`src/hdl/spicr_pkg.sv`:
```
// ----------------------------------------------------------------------------
// spicr_pkg: shared types and constants of the SPI controller register unit
// Register offsets, FIFO sizing, ID words and the controller command word.
// ----------------------------------------------------------------------------
package spicr_pkg;

  // Receive FIFO sizing
  localparam int FIFO_DEPTH = 8;
  localparam int PTR_W      = $clog2(FIFO_DEPTH);
  localparam int FILL_W     = $clog2(FIFO_DEPTH + 1);
  localparam logic [FILL_W-1:0] FILL_FULL = FILL_W'(FIFO_DEPTH);
  localparam logic [FILL_W-1:0] FILL_HALF = FILL_W'(FIFO_DEPTH / 2);
  localparam logic [PTR_W-1:0]  PTR_LAST  = PTR_W'(FIFO_DEPTH - 1);

  // Field widths
  localparam int OFS_W  = 12;
  localparam int WDAT_W = 32;
  localparam int HALF_W = 16;

  // Request types
  localparam logic REQ_READ  = 1'b0;
  localparam logic REQ_WRITE = 1'b1;

  // Register offsets
  localparam logic [OFS_W-1:0] OFS_CR0   = 12'h000;
  localparam logic [OFS_W-1:0] OFS_CR1   = 12'h004;
  localparam logic [OFS_W-1:0] OFS_DR    = 12'h008;
  localparam logic [OFS_W-1:0] OFS_SR    = 12'h00C;
  localparam logic [OFS_W-1:0] OFS_CPSR  = 12'h010;
  localparam logic [OFS_W-1:0] OFS_IMSC  = 12'h014;
  localparam logic [OFS_W-1:0] OFS_RIS   = 12'h018;
  localparam logic [OFS_W-1:0] OFS_MIS   = 12'h01C;
  localparam logic [OFS_W-1:0] OFS_ICR   = 12'h020;
  localparam logic [OFS_W-1:0] OFS_DMACR = 12'h024;
  localparam logic [OFS_W-1:0] OFS_ID0   = 12'hFE0;
  localparam logic [OFS_W-1:0] OFS_ID1   = 12'hFE4;
  localparam logic [OFS_W-1:0] OFS_ID2   = 12'hFE8;
  localparam logic [OFS_W-1:0] OFS_ID3   = 12'hFEC;

  // ID words
  localparam logic [HALF_W-1:0] ID0_VAL = 16'h0022;
  localparam logic [HALF_W-1:0] ID1_VAL = 16'h0010;
  localparam logic [HALF_W-1:0] ID2_VAL = 16'h0004;
  localparam logic [HALF_W-1:0] ID3_VAL = 16'h0000;

  // Raw interrupt bit positions
  localparam int RIS_ROR = 0;
  localparam int RIS_RT  = 1;
  localparam int RIS_RX  = 2;
  localparam int RIS_TX  = 3;

  // Port control enable bit
  localparam int CR1_SSE = 1;

  // Controller to datapath command word
  typedef struct packed {
    logic load;  // capture the request word
    logic exec;  // apply the access to the register state
    logic resp;  // present the result word
  } cmd_t;

endpackage

```
`src/hdl/spicr_ram.sv`:
```
// ----------------------------------------------------------------------------
// spicr_ram: generic single write, single read RAM
// One write port and one read port with registered read data.
// ----------------------------------------------------------------------------
module spicr_ram #(
  parameter int WIDTH = 16,
  parameter int DEPTH = 8
) (
  input  logic                     clk,
  input  logic                     we,
  input  logic [$clog2(DEPTH)-1:0] waddr,
  input  logic [WIDTH-1:0]         wdata,
  input  logic                     re,
  input  logic [$clog2(DEPTH)-1:0] raddr,
  output logic [WIDTH-1:0]         rdata
);

  logic [WIDTH-1:0] mem [DEPTH];
  logic [WIDTH-1:0] rdata_r;

  always_ff @(posedge clk) begin
    if (we) begin
      mem[waddr] <= wdata;
    end
    if (re) begin
      rdata_r <= mem[raddr];
    end
  end

  assign rdata = rdata_r;

endmodule

```
`src/hdl/spicr_ctrl.sv`:
```
// ----------------------------------------------------------------------------
// spicr_ctrl: access sequencer
// Steps each accepted word through capture, execute and respond.
// ----------------------------------------------------------------------------
module spicr_ctrl (
  input  logic                clk,
  input  logic                rst_n,
  input  logic                start,
  output logic                busy,
  output spicr_pkg::cmd_t     cmd
);
  import spicr_pkg::*;

  typedef enum logic [2:0] {
    ST_IDLE = 3'b001,
    ST_EXEC = 3'b010,
    ST_RESP = 3'b100
  } state_t;

  state_t state_r, state_nxt;

  always_comb begin
    state_nxt = state_r;
    unique case (state_r)
      ST_IDLE: begin
        if (start) state_nxt = ST_EXEC;
      end
      ST_EXEC: state_nxt = ST_RESP;
      ST_RESP: state_nxt = ST_IDLE;
      default: state_nxt = ST_IDLE;
    endcase
  end

  always_ff @(posedge clk) begin
    if (!rst_n) begin
      state_r <= ST_IDLE;
    end else begin
      state_r <= state_nxt;
    end
  end

  assign busy     = (state_r != ST_IDLE);
  assign cmd.load = (state_r == ST_IDLE) && start;
  assign cmd.exec = (state_r == ST_EXEC);
  assign cmd.resp = (state_r == ST_RESP);

endmodule

```
`src/hdl/spicr_dp.sv`:
```
// ----------------------------------------------------------------------------
// spicr_dp: register file, receive FIFO and result datapath
// Holds the control registers and FIFO pointers, applies one access per
// execute command and registers the result word.
// ----------------------------------------------------------------------------
module spicr_dp (
  input  logic                            clk,
  input  logic                            rst_n,
  input  spicr_pkg::cmd_t                 cmd,
  input  logic                            in_req_type,
  input  logic [spicr_pkg::OFS_W-1:0]     in_reg_offset,
  input  logic [spicr_pkg::WDAT_W-1:0]    in_write_data,
  input  logic                            in_device_present,
  input  logic [spicr_pkg::HALF_W-1:0]    in_device_miso,
  output logic [spicr_pkg::HALF_W-1:0]    out_read_data,
  output logic                            out_irq,
  output logic                            out_mosi_valid,
  output logic                            out_mosi_wide,
  output logic [spicr_pkg::HALF_W-1:0]    out_mosi_frame
);
  import spicr_pkg::*;

  // Captured request
  logic                 req_r;
  logic [OFS_W-1:0]     ofs_r;
  logic [WDAT_W-1:0]    wdat_r;
  logic                 present_r;
  logic [HALF_W-1:0]    miso_r;

  // Architectural state
  logic [PTR_W-1:0]     head_r, head_nxt;
  logic [PTR_W-1:0]     tail_r, tail_nxt;
  logic [FILL_W-1:0]    fill_r, fill_nxt;
  logic [HALF_W-1:0]    cr0_r, cr0_nxt;
  logic [3:0]           cr1_r, cr1_nxt;
  logic [7:0]           cpsr_r, cpsr_nxt;
  logic [3:0]           imsc_r, imsc_nxt;
  logic [3:0]           ris_r, ris_nxt;
  logic [1:0]           dmacr_r, dmacr_nxt;

  // Result word
  logic [HALF_W-1:0]    rd_r, rd_nxt;
  logic                 fifo_rd_r;
  logic                 irq_r;
  logic                 sent_r;
  logic                 wide_r;
  logic [HALF_W-1:0]    frame_r, frame_nxt;

  logic                 is_wr;
  logic                 wide;
  logic                 send;
  logic                 full;
  logic                 push;
  logic                 pop;
  logic [HALF_W-1:0]    answer;
  logic [HALF_W-1:0]    ram_q;

  assign is_wr  = (req_r == REQ_WRITE);
  assign wide   = cr0_r[3];
  assign full   = (fill_r == FILL_FULL);
  assign send   = is_wr && (ofs_r == OFS_DR) && cr1_r[CR1_SSE];
  assign push   = send && !full;
  assign pop    = !is_wr && (ofs_r == OFS_DR) && (fill_r != '0);
  assign answer = !present_r ? '0 :
                  (wide ? miso_r : {8'h00, miso_r[7:0]});

  always_comb begin
    frame_nxt = wide ? wdat_r[HALF_W-1:0] : {8'h00, wdat_r[7:0]};
  end

  always_comb begin
    head_nxt  = head_r;
    tail_nxt  = tail_r;
    fill_nxt  = fill_r;
    cr0_nxt   = cr0_r;
    cr1_nxt   = cr1_r;
    cpsr_nxt  = cpsr_r;
    imsc_nxt  = imsc_r;
    ris_nxt   = ris_r;
    dmacr_nxt = dmacr_r;

    if (push) begin
      head_nxt = (head_r == PTR_LAST) ? '0 : head_r + PTR_W'(1);
      fill_nxt = fill_r + FILL_W'(1);
    end
    if (pop) begin
      tail_nxt = (tail_r == PTR_LAST) ? '0 : tail_r + PTR_W'(1);
      fill_nxt = fill_r - FILL_W'(1);
    end

    if (is_wr) begin
      unique case (ofs_r)
        OFS_CR0:   cr0_nxt   = wdat_r[HALF_W-1:0];
        OFS_CR1:   cr1_nxt   = wdat_r[3:0];
        OFS_CPSR:  cpsr_nxt  = wdat_r[7:0];
        OFS_IMSC:  imsc_nxt  = wdat_r[3:0];
        OFS_ICR:   ris_nxt   = ris_r & ~{2'b00, wdat_r[1:0]};
        OFS_DMACR: dmacr_nxt = wdat_r[1:0];
        default:   ;
      endcase
    end

    // drop the answer and flag overrun when the FIFO is full
    if (send && full) ris_nxt[RIS_ROR] = 1'b1;

    // refresh level flags after any write and after a data read
    if (is_wr || (ofs_r == OFS_DR)) begin
      ris_nxt[RIS_TX] = 1'b1;
      ris_nxt[RIS_RX] = (fill_nxt >= FILL_HALF);
    end
  end

  always_comb begin
    rd_nxt = '0;
    if (!is_wr) begin
      unique case (ofs_r)
        OFS_CR0:   rd_nxt = cr0_r;
        OFS_CR1:   rd_nxt = {12'h000, cr1_r};
        OFS_SR:    rd_nxt = {12'h000, full, (fill_r != '0), 2'b11};
        OFS_CPSR:  rd_nxt = {8'h00, cpsr_r};
        OFS_IMSC:  rd_nxt = {12'h000, imsc_r};
        OFS_RIS:   rd_nxt = {12'h000, ris_r};
        OFS_MIS:   rd_nxt = {12'h000, ris_r & imsc_r};
        OFS_DMACR: rd_nxt = {14'h0000, dmacr_r};
        OFS_ID0:   rd_nxt = ID0_VAL;
        OFS_ID1:   rd_nxt = ID1_VAL;
        OFS_ID2:   rd_nxt = ID2_VAL;
        OFS_ID3:   rd_nxt = ID3_VAL;
        default:   rd_nxt = '0;
      endcase
    end
  end

  spicr_ram #(
    .WIDTH (HALF_W),
    .DEPTH (FIFO_DEPTH)
  ) u_rx_ram (
    .clk   (clk),
    .we    (cmd.exec && push),
    .waddr (head_r),
    .wdata (answer),
    .re    (cmd.exec && pop),
    .raddr (tail_r),
    .rdata (ram_q)
  );

  // capture the request word
  always_ff @(posedge clk) begin
    if (cmd.load) begin
      req_r     <= in_req_type;
      ofs_r     <= in_reg_offset;
      wdat_r    <= in_write_data;
      present_r <= in_device_present;
      miso_r    <= in_device_miso;
    end
  end

  always_ff @(posedge clk) begin
    if (!rst_n) begin
      head_r  <= '0;
      tail_r  <= '0;
      fill_r  <= '0;
      cr0_r   <= '0;
      cr1_r   <= '0;
      cpsr_r  <= '0;
      imsc_r  <= '0;
      ris_r   <= '0;
      dmacr_r <= '0;
    end else if (cmd.exec) begin
      head_r  <= head_nxt;
      tail_r  <= tail_nxt;
      fill_r  <= fill_nxt;
      cr0_r   <= cr0_nxt;
      cr1_r   <= cr1_nxt;
      cpsr_r  <= cpsr_nxt;
      imsc_r  <= imsc_nxt;
      ris_r   <= ris_nxt;
      dmacr_r <= dmacr_nxt;
    end
  end

  always_ff @(posedge clk) begin
    if (cmd.exec) begin
      rd_r      <= rd_nxt;
      fifo_rd_r <= pop;
      irq_r     <= |(ris_nxt & imsc_nxt);
      sent_r    <= send;
      wide_r    <= send && wide;
      frame_r   <= send ? frame_nxt : '0;
    end
  end

  assign out_read_data  = fifo_rd_r ? ram_q : rd_r;
  assign out_irq        = irq_r;
  assign out_mosi_valid = sent_r;
  assign out_mosi_wide  = wide_r;
  assign out_mosi_frame = frame_r;

endmodule

```
`src/hdl/spi_controller_registers_unit.sv`:
```
// ----------------------------------------------------------------------------
// spi_controller_registers_unit: SPI controller register model
// Executes one register read or write per command and reports the result.
// ----------------------------------------------------------------------------
// Usage:
//   Request channel: drive in_* and raise start; the word is taken at the
//   rising edge where start is high and busy is low. busy stays high while
//   the word is worked on.
//   Result channel: out_strobe is high for exactly one cycle and carries
//   out_read_data, out_irq and the out_mosi_* frame report of that word.
//   The receiver cannot stall, so the result is shown once and dropped.
//   The result strobe comes in the respond step, after the execute step.
//   A new word is taken only after the capture, execute and respond steps
//   of the sequencer are through; the execute step needs the registered
//   read of the receive FIFO RAM before the data can be shown.
//   A data write while the port is enabled sends a frame at once and pushes
//   the device answer into the receive FIFO; a full FIFO flags overrun.
//   A data read pops the FIFO, reading zero when it is empty.
//   Reset (rst_n low, synchronous) clears all control registers, the FIFO
//   pointers and the fill count; FIFO contents are not cleared and are never
//   read before being written.
// ----------------------------------------------------------------------------
module spi_controller_registers_unit (
  input  logic                            clk,
  input  logic                            rst_n,
  input  logic                            start,
  output logic                            busy,
  input  logic                            in_req_type,
  input  logic [spicr_pkg::OFS_W-1:0]     in_reg_offset,
  input  logic [spicr_pkg::WDAT_W-1:0]    in_write_data,
  input  logic                            in_device_present,
  input  logic [spicr_pkg::HALF_W-1:0]    in_device_miso,
  output logic                            out_strobe,
  output logic [spicr_pkg::HALF_W-1:0]    out_read_data,
  output logic                            out_irq,
  output logic                            out_mosi_valid,
  output logic                            out_mosi_wide,
  output logic [spicr_pkg::HALF_W-1:0]    out_mosi_frame
);
  import spicr_pkg::*;

  cmd_t cmd;

  // sequencer: capture, execute, respond
  spicr_ctrl u_ctrl (
    .clk   (clk),
    .rst_n (rst_n),
    .start (start),
    .busy  (busy),
    .cmd   (cmd)
  );

  // registers, receive FIFO and result word
  spicr_dp u_dp (
    .clk               (clk),
    .rst_n             (rst_n),
    .cmd               (cmd),
    .in_req_type       (in_req_type),
    .in_reg_offset     (in_reg_offset),
    .in_write_data     (in_write_data),
    .in_device_present (in_device_present),
    .in_device_miso    (in_device_miso),
    .out_read_data     (out_read_data),
    .out_irq           (out_irq),
    .out_mosi_valid    (out_mosi_valid),
    .out_mosi_wide     (out_mosi_wide),
    .out_mosi_frame    (out_mosi_frame)
  );

  // hold the strobe for the single respond cycle
  assign out_strobe = cmd.resp;

endmodule
```
`config.mk`:
```
export PLATFORM = sky130hd
export DESIGN_NAME = spi_controller_registers_unit
export DESIGN_NICKNAME = d
export VERILOG_FILES = /design/src/hdl/spicr_pkg.sv /design/src/hdl/spicr_ram.sv /design/src/hdl/spicr_ctrl.sv /design/src/hdl/spicr_dp.sv /design/src/hdl/spi_controller_registers_unit.sv
export SDC_FILE = /design/constraint.sdc
export NUM_CORES = 1
export LEC_CHECK = 0
export BUFFER_PORTS_ARGS = -buffer_cell sky130_fd_sc_hd__buf_4
export CAP_MARGIN = 20
export CORE_UTILIZATION = 40
export DETAILED_ROUTE_END_ITERATION = 8
export GPL_TIMING_DRIVEN = 0
export PLACE_DENSITY = 0.58
export SLEW_MARGIN = 40
export SYNTH_ARGS = -nofsm -noshare
export SYNTH_HDL_FRONTEND = slang
export SYNTH_SLANG_ARGS = --single-unit
```
`constraint.sdc`:
```
create_clock -name clk -period 5.9 [get_ports clk]
set_clock_uncertainty 0.1 [all_clocks]
set_input_delay 1.18 -clock clk [delete_from_list [all_inputs] [get_ports clk]]
set_output_delay 1.18 -clock clk [all_outputs]
set_load 0.01 [all_outputs]
```
Word level (Yosys, flattened, before mapping)

Memories as Yosys holds them, arrays and structs flattened. A register that Yosys moved wholly into a read port is not among the register bits.
Cells that the tools add are included.

Bitwise logic cells: 4
Eq/ne operators: 20
Reductions and logical operators: 23
Mux-type cells: 18
$add $sub $neg: 4
Magnitude comparators: 1

Operators by type and width:

| cell                   | number |
|---|---|
| $pmux W16 S11          | 1 |
| $eq A12 B5 Y1 const B  | 4 |
| $mux W16               | 3 |
| $eq A12 B12 Y1 const B | 3 |
| $eq A12 B4 Y1 const B  | 2 |
| $eq A12 B6 Y1 const B  | 2 |
| $mux W4                | 6 |
| $and A4 B4 Y4          | 3 |
| $eq A12 B3 Y1 const B  | 1 |
| $logic_not A12 Y1      | 1 |
| $reduce_and A3 Y1      | 4 |
| $logic_and A1 B1 Y1    | 10 |
| $eq A3 B3 Y1 const B   | 3 |
| $mux W3                | 3 |
| $add A3 B1 Y3 const B  | 2 |
| $pmux W3 S2            | 1 |
| $reduce_and A2 Y1      | 3 |
| $add A4 B1 Y4 const B  | 1 |
| $eq A4 B4 Y1 const B   | 1 |
| $ge A4 B3 Y1 const B   | 1 |
| $not A2 Y4             | 1 |
| $reduce_bool A4 Y1     | 1 |
| $reduce_or A4 Y1       | 1 |
| $sub A4 B1 Y4 const B  | 1 |
| 8 further kinds        | 11 |

Word-level logic and storage cells: 93
Output and inout bits: 37
RAM bits: 128
Bits in registers: 133
Input port bits: 65
Memories: 1

Memory list:

| name              | words | bits a word | rd ports | clocked after Yosys merged registers in | write ports | line            | source |
|---|---|---|---|---|---|---|---|
| u_dp.u_rx_ram.mem | 8     | 16          | 1        | 1                                       | 1           | spicr_ram.sv:18 | `logic [WIDTH-1:0] mem [DEPTH];` |

Depth between registers and ports, before layout

Gate-level depths: netlist of run 1.

Depth after elaboration: 10
Depth in mapped cells: 8
Depth with buffers taken out: 8

Modules after synthesis

Synthesis of run 1 repeated with hierarchy kept, for this count alone.

Cells, all modules: 710
Area total of the unflattened synthesis: 11332.1 sq um

By module, submodules not included:

| module     | cells an instance | sequential area each (sq um) | area each (sq um) | instances |
|---|---|---|---|---|
| spicr_dp   | 481               | 3423.3                       | 5730.5            | 1 |
| spicr_ram  | 214               | 4324.1                       | 5454.0            | 1 |
| spicr_ctrl | 15                | 60.1                         | 147.6             | 1 |

Worst setup path after synthesis of run 1

Ideal clock, no wire load.

Path type: reg2reg
From: register u_ctrl.state_r[0]
To: memory u_dp.u_rx_ram.mem[4][0] (enable)
Required time: 5391 ps
Stages on the path, launching flop included: 6
Buffers on the path: 1
Data arrival time: 3715 ps
Setup time: 409 ps
Clock period less this slack: 4224 ps
Path slack: 1676 ps
Path through: dfxtp_1 > or3b_2 > inv_1 > clkbuf_1 > nand4_1 > nor3_1

Word-level cells in the longest chain between the ends: 4

Ends and longest elaborated chain:

| what                          | line             | source |
|---|---|---|
| start, declared               | spicr_ctrl.sv:20 | `state_t state_r, state_nxt;` |
| start signal, assigned        | spicr_ctrl.sv:38 | `state_r <= state_nxt;` |
| $eq A3 B2 Y1                  | spicr_ctrl.sv:44 | `assign cmd.exec = (state_r == ST_EXEC);` |
| $logic_and A1 B1 Y1           | spicr_dp.sv:139  | `.we (cmd.exec && push),` |
| $mux W1                       | spicr_ram.sv:22  | `if (we) begin` |
| $mux W1 (not written as such) | spicr_ram.sv:23  | `mem[waddr] <= wdata;` |
| end, declared                 | spicr_ram.sv:18  |  |

No other way between the ends.

Final worst setup path of run 1

From: register u_dp.ofs_r[5]
To: memory u_dp.u_rx_ram.mem[4][12] (enable)

Word-level cells in the longest chain between the ends: 7

Ends and longest elaborated chain:

| what                             | line            | source |
|---|---|---|
| start, declared                  | spicr_dp.sv:25  | `logic [OFS_W-1:0] ofs_r;` |
| start signal, assigned           | spicr_dp.sv:151 | `ofs_r <= in_reg_offset;` |
| $eq A12 B4 Y1                    | spicr_dp.sv:61  | `assign send = is_wr && (ofs_r == OFS_DR) && cr1_r[CR1_SSE];` |
| $logic_and A1 B1 Y1 (2 in a row) | spicr_dp.sv:61  |  |
| $logic_and A1 B1 Y1              | spicr_dp.sv:62  | `assign push = send && !full;` |
| $logic_and A1 B1 Y1              | spicr_dp.sv:139 |  |
| $mux W1                          | spicr_ram.sv:22 |  |
| $mux W1 (not written as such)    | spicr_ram.sv:23 |  |

No other way between the ends.

==> results of run 1 <==
cells by family (layout without fill, tap and decap cells):
| group | count (synthesis) | in the layout |
|---|---|---|
| flip-flops | 277 | 277 |
| AND/OR/NAND/NOR | 208 | 208 |
| multiplexers | 88 | 88 |
| AO/OA/AOI/OAI | 72 | 72 |
| buffers and inverters | 46 | 204 |
| adder cells (fa/ha/maj) | 6 | 6 |
| XOR/XNOR | 1 | 1 |
| other | 0 | 1 |
critical path, cell delays in order, from the launching register on:
cell and delay, ns:
edfxtp_1 0.51, or4_1 0.69, nor4_1 0.79, clkbuf_1 0.51
nand4_1 0.45, nor3_2 0.51, buf_2 0.30
sequential cells by signal, summed over array words and instances, names as in the netlist:
signal / cells
u_dp.u_rx_ram.mem: 128
u_dp.cr0_r: 16
u_dp.miso_r: 16
u_dp.out_mosi_frame: 16
u_dp.rd_r: 16
u_dp.u_rx_ram.rdata: 16
u_dp.wdat_r: 16
u_dp.ofs_r: 12
u_dp.cpsr_r: 8
u_dp.cr1_r: 4
u_dp.fill_r: 4
u_dp.imsc_r: 4
u_dp.ris_r: 4
u_ctrl.state_r: 3
u_dp.head_r: 3
u_dp.tail_r: 3
u_dp.dmacr_r: 2
u_dp.fifo_rd_r: 1
u_dp.is_wr: 1
u_dp.out_irq: 1
u_dp.out_mosi_valid: 1
u_dp.out_mosi_wide: 1
u_dp.present_r: 1
metal layers:
metal / track usage [%] / vias up
met1: 24.7 / 3229
met5: 0 / -
met4: 4.58 / 0
met3: 2.99 / 43
met2: 30.5 / 173
li1: - / 2962
how the worst min path moves through the flow:
stage / from / end / slack, ns / cells after the start
floorplan: u_dp.ris_r[1] / u_dp.ris_r[1] / 0.32 / 2
global placement: u_dp.cr0_r[14] / u_dp.cr0_r[14] / 0.35 / 2
detailed placement: u_dp.ris_r[1] / u_dp.ris_r[1] / 0.35 / 2
CTS: u_dp.ris_r[1] / u_dp.ris_r[1] / 0.36 / 2
global route: u_dp.cr0_r[13] / u_dp.cr0_r[13] / 0.39 / 2
finish: u_dp.cr0_r[9] / u_dp.cr0_r[9] / 0.36 / 2
where the power goes:
group,internal (µW),total [µW],leakage (µW),switching (µW)
clock,989,1730,0.000436,743
combinational,46.6,111,0.00168,64.8
sequential,2130,2150,0.00240,17.0
layout make-up:
type | instances | share of cell area, %
Sequential cell | 277 | 58.6
Tap cell | 341 | 3.20
Buffer | 34 | 1.11
Inverter | 12 | 0.338
Clock buffer | 41 | 6.01
Multi-Input combinational cell | 375 | 23.5
Antenna cell | 1 | 0.0188
Clock inverter | 12 | 0.752
Timing Repair Buffer | 105 | 6.43
layout by cell type, fill, tap and decap left out, types with 7 or more instances in the layout:
| cell type | instances |
|---|---|
| a21oi_1 | 12 |
| dfxtp_1 | 51 |
| a21boi_0 | 20 |
| o21ai_0 | 7 |
| buf_2 | 14 |
| inv_1 | 12 |
| clkbuf_1 | 33 |
| and2_1 | 20 |
| mux2_2 | 32 |
| nor2b_1 | 25 |
| nor2_1 | 21 |
| edfxtp_1 | 226 |
| nand2_1 | 54 |
| and3_1 | 32 |
| clkbuf_16 | 29 |
| mux4_2 | 32 |
| nand3_1 | 9 |
| mux2i_1 | 24 |
| buf_4 | 93 |
metrics by stage:
stage | hold WS (ns) | setup slack [ns] | TNS, ns
6_report | 0.357 | 1.72 | 0
5_1_grt | 0.394 | 1.52 | 0
4_1_cts | 0.362 | 1.76 | 0
3_5_place_dp | 0.351 | 1.78 | 0
2_1_floorplan | 0.322 | 1.68 | 0
3_3_place_gp | 0.352 | -0.346 | -9.54
==> flow_summary.yaml, run 1 <==
outcome:
  status: "completed"
timing:
  rsz0062_at_grt: "false"
  timing.slew.headroom_pct: 40.1
  min_period_over_period_pct: 70.8
  fin_crit_ns: 4.18
  worst_slew_pin_slew_ns: 0.890
  drv_slew: 0
  finalSetupViolations: 0
  fmax_mhz: 239
  hold_violations: 0
worst_setup_path:
  critPathMaxFanout: 10
  critPathCapture: "u_dp.u_rx_ram.mem[4][12]"
  r2r_cells: 6
  r2r-end: "u_dp.u_rx_ram.mem[4][12]"
  startpoint: "u_dp.ofs_r[5]"
  critPathKind: "reg -> reg"
  endpoint_kind: "flip-flop"
  arrival_ns: 4.33
  r2r-start: "u_dp.ofs_r[5]"
  crit_required_ns: 6.05
  reg2reg_slack_ns: 1.72
  crit_path_start_kind: "flip-flop"
global_routing:
  gr-total-overflow: 0
  grt_first_pass_wirelength_mm: 39.1
  grt_pass1_vias: 6719
  grt_max_degree: 38
  groute.usage.overall_pct: 18.2
  antenna_found_initial: 0
route:
  wl_mm: 25.1
  viasPerCell: 5.35
  dr_wl_met3_mm: 1.25
  wl_met2_mm: 12.2
  vias: 6407
  wl_met1_mm: 11.1
  initialDrtViolationCount: 687
  ant_nets: 0
  dr.pass1.iters: 5
  maxUsedRoutingLayer: "met4"
  remaining_drc_errors: 0
  routedWlPerCell_um: 21.0
synth:
  synthArstFlopShare_pct: 0
  synth_mux_area_share_pct: 12.0
  ys_warn_count: 0
  ys_seq_area_share_pct: 70.6
  synth_area_um2: 11100
  synth_edf_count: 226
  synth-simple-area-share_pct: 10.3
  yosys.cell_types.count: 56
  synth_top_area_share_pct: 61.4
  synth_top_family_by_area: "multiplexers"
  synth_common_cells: "226 x edfxtp_1, 54 x nand2_1, 51 x dfxtp_1, 33 x and3_1"
  synth_compound_area_share_pct: 4.66
  synth.area.top_cells: "edfxtp_1 61%, dfxtp_1 9.2%, mux4_2 6.5%"
  synth_nets: 769
  synth-xor-area-share_pct: 0.0792
  synth_fa_ha_area_share_pct: 0.679
  synth_area_per_cell_um2: 15.8
  synth_top_flop_cell: "edfxtp_1"
  syn_inst: 698
  synth.most_common_cell: "edfxtp_1"
  yosys.area.top_type: "edfxtp_1"
  ys_seq_elements: 277
layout:
  instances_no_fill: 1198
  regArea_um2: 7810
  post-route-util_pct: 49.3
  fillCellCount: 2294
  design_area_um2: 13300
  drive_gt1_share_pct: 28.0
  nets: 905
  multi_input_area_um2: 3130
  area_growth_syn_to_layout_pct: 20.5
clock_tree:
  clkSinkCount: 277
  numCtsBuffers: 29
  cts_tree: "built"
  post_cts_buffers: 0
  cts_resized: 0
  cts_buffer_depth: 3
  path_clk_slew_ns: 0.06
  htreeDepth: 1
  ctsHoldBuffers: 0
  cts_root_buf: "clkbuf_16"
  clk_latency_ns: 0.56
placed_design:
  io_buffers: 84
  place_area_um2: 12400
  place_hpwl_mm: 17.7
  gp_congestion: 0.862
  placedCellCount: 1144
pwr:
  ir_drop_v: 0.000210
  cellLeakagePower_uw: 0.00452
  p_total_uw: 3990
  power_density_nw_per_um2: 300
die:
  row_count: 60
  dieHeight_um: 168
  core-area_um2: 27000
  die_w_um: 168
  start_util_pct: 40.9
  die-area_um2: 28300
  pin_count: 102
hold_path:
  min_path_type: "reg -> reg"
flow_run:
  maxCapViolations: 0
(Power assumes the default switching activity.)
==> run 2, diff against run 1 <==
Settings changed: PLACE_DENSITY 0.58 to 0.61.
Clock period 5.9 ns to 3.65 ns, I/O delays scaled along.
==> run 2 against run 1 <==
Via count fell by 1.8%. Clock power rose by 57%. Clock-buffer cell count fell by 5. Hold slack got worse by 0.091 ns. Wire length fell by 4.2%. Utilization fell by 0.18 points. Sequential power rose by 62%. Maximum frequency rose by 21%. Setup slack got worse by 1.5 ns. Final cell count fell by 0.58%. Sequential share of layout area rose by 0.22 points. Register-to-register slack got worse by 1.5 ns. Largest cell class unchanged.
==> flow_summary.yaml, run 2 (same netlist as run 1, synthesis figures left out) <==
clock_tree:
  cts_root_buf: "clkbuf_16"
  cts_tree: "built"
  path_clk_slew_ns: 0.06
  clk_latency_ns: 0.54
  numCtsBuffers: 29
  cts_buffer_depth: 3
  ctsHoldBuffers: 0
  htreeDepth: 1
  clkSinkCount: 277
pwr:
  cellLeakagePower_uw: 0.00448
  power_density_nw_per_um2: 480
  ir_drop_v: 0.000313
  p_int_uw: 5070
  combPwrFrac_pct: 2.8
  seqPwrFrac_pct: 54.6
  p_sw_uw: 1300
  clkPwrFrac_pct: 42.7
  swShare_pct: 20.4
worst_setup_path:
  crit_path_start_kind: "flip-flop"
  endpoint_kind: "flip-flop"
  startpoint: "u_dp.ofs_r[5]"
  critical-path-max-stage-delay_ns: 0.70
  crit_required_ns: 3.71
  r2r-start: "u_dp.ofs_r[5]"
  path_delay_family: "simple AND/OR/NAND/NOR gates"
  cp_cell_sequence: "or4_1 > nor4b_2 > nand3_1 > inv_1"
  worst-path-buf-inv: 1
  arrival_ns: 3.52
  critPathMaxFanout: 18
  critPathKind: "reg -> reg"
  crit_path_top_delay_cell: "or4_1"
global_routing:
  groute.usage.overall_pct: 17.2
  grt_max_degree: 46
  gr-total-overflow: 0
  antenna_found_initial: 0
  grt_pass1_vias: 6439
  grt_first_pass_wirelength_mm: 37.0
layout:
  diodes: 0
  layout_common_cells: "226 x edfxtp_1, 91 x buf_4, 54 x nand2_1"
  final_common_cell: "edfxtp_1"
  area_growth_syn_to_layout_pct: 20.0
  nets: 900
  post-route-util_pct: 49.1
  largest_reg_flops: 128
  drive_gt1_share_pct: 28.2
  regMostFlops: "u_dp.u_rx_ram.mem"
timing:
  finalSetupViolations: 0
  worst_slew_pin_slew_ns: 0.795
  drv_slew: 0
  hold_violations: 0
  rsz0062_at_grt: "false"
  fin_setup_tns_ns: 0
  fmax_mhz: 290
  fin_crit_ns: 3.45
  min_period_over_period_pct: 94.6
  timing.slew.headroom_pct: 47.0
die:
  row_count: 60
  die_w_um: 168
  core-area_um2: 27000
  pin_count: 102
  die-area_um2: 28300
  dieHeight_um: 168
  start_util_pct: 40.9
outcome:
  status: "completed"
route:
  remaining_drc_errors: 0
  ant_nets: 0
  dr.pass1.iters: 5
  initialDrtViolationCount: 420
  wl_mm: 24.1
  viasPerCell: 5.28
  vias: 6293
  routedWlPerCell_um: 20.2
flow_run:
  maxCapViolations: 0
hold_path:
  min_path_type: "in -> reg"
  hp-start: "in_reg_offset[11]"
placed_design:
  place_hpwl_mm: 16.2
  gp_congestion: 0.868
  io_buffers: 84
## run 2: cell count changes in the layout (fill, tap and decap cells not counted), moves of 3 or more
cell      previous run  this run
nor3_4               1         4
clkbuf_1            33        28
nor3_2               5         2
clkinv_2             4         7
buf_2               14        11
## run 2: final timing paths
path,to,slack (ns),depth (start not counted)
worst max-delay path,u_dp.u_rx_ram.rdata[9],0.20,4
worst min-delay path,u_dp.ofs_r[11],0.27,1
worst max register to register,u_dp.u_rx_ram.rdata[9],0.20,4
worst min register to register,u_dp.ris_r[1],0.35,2
## run 2: metrics by stage
step | total power [µW] | cells | setup WS [ns] | hold WS (ns) | cell area (µm²)
after floorplan | 3620 | 698 | -0.00749 | 0.322 | 11100
after global placement | 3720 | 1123 | -1.49 | 0.341 | 12100
after detailed placement | 3720 | 1137 | -0.470 | 0.347 | 12300
after CTS | 6440 | 1191 | 0.139 | 0.241 | 13200
after global routing | 6570 | 1191 | 0.00240 | 0.239 | 13300
final | 6370 | 1191 | 0.198 | 0.266 | 13300
## run 2: layout make-up
type | instances | area [µm²]
clock inverters | 16 | 111
inverters | 12 | 45.0
flip-flops and latches | 277 | 7810
clock buffers | 36 | 762
fillers | 2329 | 13800
multi-input cells | 375 | 3170
plain buffers | 34 | 150
repair buffers | 100 | 792
well taps | 341 | 427
## run 2: power by group through the flow
stage	combinational [µW]	sequential, µW	clock (µW)
finish	176	3480	2720
global route	193	3480	2900
CTS	177	3480	2790
detailed placement	176	3550	0
global placement	169	3550	0
floorplan	80.3	3540	0
## run 2: per-layer routing
layer | track usage [%] | share of wire (%) | vias up
met2 | 27.6 | 48 | 162
met1 | 24.8 | 46 | 3140
li1 | - | - | 2957
met5 | 0 | 0 | -
met4 | 4.23 | 1.6 | 0
met3 | 2.52 | 4.9 | 34
## run 2: timing repair
| action | 4_1_cts | 5_1_grt |
|---|---|---|
| pin swaps | 1 | 0 |
| setup endpoints to repair | 86 | 70 |
| buffers inserted | 2 | 0 |
| gates resized for setup | 2 | 3 |
